===== src/hdl/msbm_pkg.sv =====
// ----------------------------------------------------------------------------
// msbm_pkg : shared types and constants for the multi-stack block mover
// Transaction payloads, command and status codes, sequencer states.
// ----------------------------------------------------------------------------
package msbm_pkg;

    localparam int STACK_COUNT_DEF = 9;
    localparam int STACK_DEPTH_DEF = 64;

    // fixed field widths
    localparam int IDX_W   = 4;
    localparam int COUNT_W = 7;
    localparam int BYTE_W  = 8;

    localparam logic [1:0] CMD_PUSH = 2'd0;
    localparam logic [1:0] CMD_POP  = 2'd1;
    localparam logic [1:0] CMD_MOVE = 2'd2;

    localparam logic [1:0] STATUS_OK    = 2'd0;
    localparam logic [1:0] STATUS_UNDER = 2'd1;
    localparam logic [1:0] STATUS_OVER  = 2'd2;

    typedef struct packed {
        logic [1:0]         command;
        logic [IDX_W-1:0]   stack_from;
        logic [IDX_W-1:0]   stack_to;
        logic [COUNT_W-1:0] move_count;
        logic [BYTE_W-1:0]  crate;
    } in_item_t;

    typedef struct packed {
        logic [BYTE_W-1:0] top_value;
        logic [1:0]        status;
    } out_item_t;

    typedef enum logic [3:0] {
        ST_IDLE,
        ST_RD_FROM,
        ST_RD_TO,
        ST_CHECK,
        ST_POP_CAP,
        ST_MOVE,
        ST_UPD_TO,
        ST_UPD_FROM,
        ST_DONE
    } state_t;

endpackage


===== src/hdl/msbm_heights.sv =====
// ----------------------------------------------------------------------------
// msbm_heights : per-stack fill heights
// Flop array cleared on reset, one read and one write index.
// Indexes outside the stack range read as zero.
// ----------------------------------------------------------------------------
module msbm_heights #(
    parameter int STACK_COUNT = msbm_pkg::STACK_COUNT_DEF,
    parameter int STACK_DEPTH = msbm_pkg::STACK_DEPTH_DEF,
    localparam int HW  = $clog2(STACK_DEPTH + 1),
    localparam int SIW = (STACK_COUNT > 1) ? $clog2(STACK_COUNT) : 1
) (
    input  logic                       aclk,
    input  logic                       aresetn,
    input  logic [msbm_pkg::IDX_W-1:0] rd_idx,
    output logic [HW-1:0]              rd_height,
    input  logic                       wr_en,
    input  logic [msbm_pkg::IDX_W-1:0] wr_idx,
    input  logic [HW-1:0]              wr_height
);

    logic [HW-1:0] height_reg [STACK_COUNT];
    logic          rd_in_range;
    logic          wr_in_range;
    logic [SIW-1:0] rd_sel;
    logic [SIW-1:0] wr_sel;

    assign rd_in_range = {1'b0, rd_idx} < (msbm_pkg::IDX_W + 1)'(STACK_COUNT);
    assign wr_in_range = {1'b0, wr_idx} < (msbm_pkg::IDX_W + 1)'(STACK_COUNT);
    assign rd_sel      = rd_idx[SIW-1:0];
    assign wr_sel      = wr_idx[SIW-1:0];

    assign rd_height = rd_in_range ? height_reg[rd_sel] : '0;

    always_ff @(posedge aclk) begin
        if (!aresetn) begin
            for (int i = 0; i < STACK_COUNT; i++) begin
                height_reg[i] <= '0;
            end
        end else if (wr_en && wr_in_range) begin
            height_reg[wr_sel] <= wr_height;
        end
    end

endmodule


===== config.mk =====
export PLATFORM = sky130hd
export DESIGN_NAME = msbm_heights
export DESIGN_NICKNAME = d
export VERILOG_FILES = /design/src/hdl/msbm_pkg.sv /design/src/hdl/msbm_heights.sv
export SDC_FILE = /design/constraint.sdc
export NUM_CORES = 1
export LEC_CHECK = 0
export ABC_AREA = 1
export BUFFER_PORTS_ARGS = -buffer_cell sky130_fd_sc_hd__buf_2
export CORE_MARGIN = 2
export CORE_UTILIZATION = 57
export CTS_CLUSTER_DIAMETER = 120
export CTS_CLUSTER_SIZE = 30
export DETAILED_ROUTE_END_ITERATION = 7
export GPL_TIMING_DRIVEN = 0
export PLACE_DENSITY_LB_ADDON = 0.05
export SLEW_MARGIN = 20
export SYNTH_ARGS = -nofsm -noshare
export SYNTH_HDL_FRONTEND = slang
export SYNTH_SLANG_ARGS = --single-unit

===== constraint.sdc =====
create_clock -name aclk -period 1.55 [get_ports aclk]
set_input_delay 0.155 -clock aclk [delete_from_list [all_inputs] [get_ports aclk]]
set_output_delay 0.155 -clock aclk [all_outputs]
set_load 0.05 [all_outputs]

==> metrics <==
Core Area around 5200 sq um; Tightest Pin Transition between 0.5 and 0.6 ns; ANT cells 0; Peak Freq 655 MHz; Bufs on Longest Clock Path 2; WP data required approximately 1.4 ns; Hold WC Path Type input pin to flop; Worst Path Max Fanout 1; DRT iter0 DRCs ~250; Crit path max-delay family flip-flops; Yosys warnings 0; RSZ-0062 raised after global routing yes; Root Buffer clkbuf_8; final-report hold violation count 0; critical path, cell by cell inv_1, nand3_1, nand2_1, nand2_1, a21oi_2, nor2_2, buf_6; minimum clock period between 1.5 and 2 ns; drt via density between 5 and 6; final setup fails 0; peak supply drop 1.54 mV; Synth Net Count ~360; Synth Area per Inst 9.23 sq um; PortBufs 21; P&R area growth vs syn 17.0%; first-pass GRT wire length roughly 11 mm; outcome completed; largest net degree at the start of global routing 11; leakage power between 1.5 and 2 nW; CTS tree done; synthesis-stage register bit count 63; most frequent cells in the layout 94 x nand2_1, 67 x nor2_1, 63 x edfxtp_1; die area between 6000 and 7000 sq um; synth unique cells 19; max reg flops 63; Hold Buf Count CTS 0; vias in the first global route between 2000 and 2500; Chip Width between 70 and 80 um; CP arrival 1.37 ns; Hold Path Stages 2; remaining antenna violation count after routing 0; peak per-stage delay on the critical path a little under 0.4 ns; initial antenna violation count 0; post-DP HPWL 4.85 mm; Slew headroom 60.3%; nets@finish roughly 390; layout cells sized above 1 21.6%; Pwr Density between 1000 and 1500 nW/um^2; total routed wirelength a little over 7 mm; most common cell after layout, fill and taps aside nand2_1; # clock sinks between 60 and 70; WS Path Type flop to output pin; Worst-path clk slew around 0.06 ns; Worst setup SP type flop; critical path buffer and inverter count 2; Worst path slowest cell edfxtp_1; Routed wire per std cell around 16 um; most used cell, CP nand2_1; initial core utilization approximately three fifths; FP Rows 26; via count between 2000 and 2500; Syn Inst Count roughly 340; Fin Setup TNS 0 ns; Worst Min Path Start aresetn; GRT Total Usage approximately a quarter; GPL Wtd Cong around 0.83; # IOs 25; number of max-cap violations 0; Seq/Total Area, Yosys around 60%; grt ovf 0; Util after Layout roughly 70%; cts bufs inserted 9; final period utilization 98.5%; die height between 70 and 80 um; Post-Synthesis Cell Area between 3000 and 4000 sq um; Worst setup EP type output pin; Pwr Total roughly 4.0 mW; Max Transition Viols Final 0; H-tree depth 3; drc violations 0; hold endpoint height_reg[6][5]; drt pass-1 iters 4
## layout make-up
class	count	area (sq um)
timing repair buffer	21	145
multi-input combinational	231	1130
inverter	33	124
clock inverter	6	76.3
buffer	12	81.3
sequential	63	1890
clock buffer	9	124
tap	70	87.6
fill	382	1540
## worst max-delay path by stage
stage	start	to	slack, ns	cells past startpoint
after floorplan	rd_idx[1]	rd_height[1]	0.12	7
after global placement	rd_idx[0]	rd_height[1]	-0.13	10
after detailed placement	rd_idx[0]	rd_height[1]	-0.13	8
after CTS	height_reg[1][1]	rd_height[1]	0.01	7
after global routing	rd_idx[0]	rd_height[1]	-0.05	10
final	height_reg[1][2]	rd_height[2]	0.02	7
## report_power, final
group | leakage [nW] | switching (mW) | internal (mW)
Sequential | 0.600 | 0.0260 | 1.97
Combinational | 0.849 | 0.347 | 0.145
Clock | 0.102 | 0.603 | 0.877
Total | 1.55 | 0.976 | 2.99
## cell usage after synthesis (all sizes together)
master,instances,area share [%]
a21oi,7,1.5
and2b,1,0.32
buf,8,1.5
clkbuf,4,0.52
clkinv,7,0.84
edfxtp,63,60
inv,26,3.1
nand2,101,12
nand3,44,9.4
nand4,2,0.40
nor2,76,9.9
## metal layers
metal	track usage (%)	part of all wire, %
met1	35.1	42
met2	41.6	49
met3	5.40	7.5
met4	7.37	1.3
met5	0	0
## cells by family (layout without fill, tap and decap cells)
logic type / after synthesis / in the layout / synth area share [%]
AND/OR/NAND/NOR: 224 / 224 / 32.1
flip-flops: 63 / 63 / 60.4
buffers and inverters: 45 / 81 / 5.95
AO/OA/AOI/OAI: 7 / 7 / 1.48
## stage by stage
stage          hold WS (ns)  std cells  setup slack, ns  area (sq um)
2_1_floorplan         0.482        339            0.117          3150
3_3_place_gp          0.684        430           -0.132          3340
3_5_place_dp          0.682        430           -0.133          3340
4_1_cts               0.336        445           0.0101          3590
5_1_grt               0.367        445          -0.0517          3660
6_report              0.352        445           0.0234          3660
## repair_timing
item,4_1_cts,5_1_grt
setup endpoints to repair,7,7
pin swaps,1,11
gates resized for setup,18,25
buffers inserted,0,0
Power figures use the tool's default switching activity.
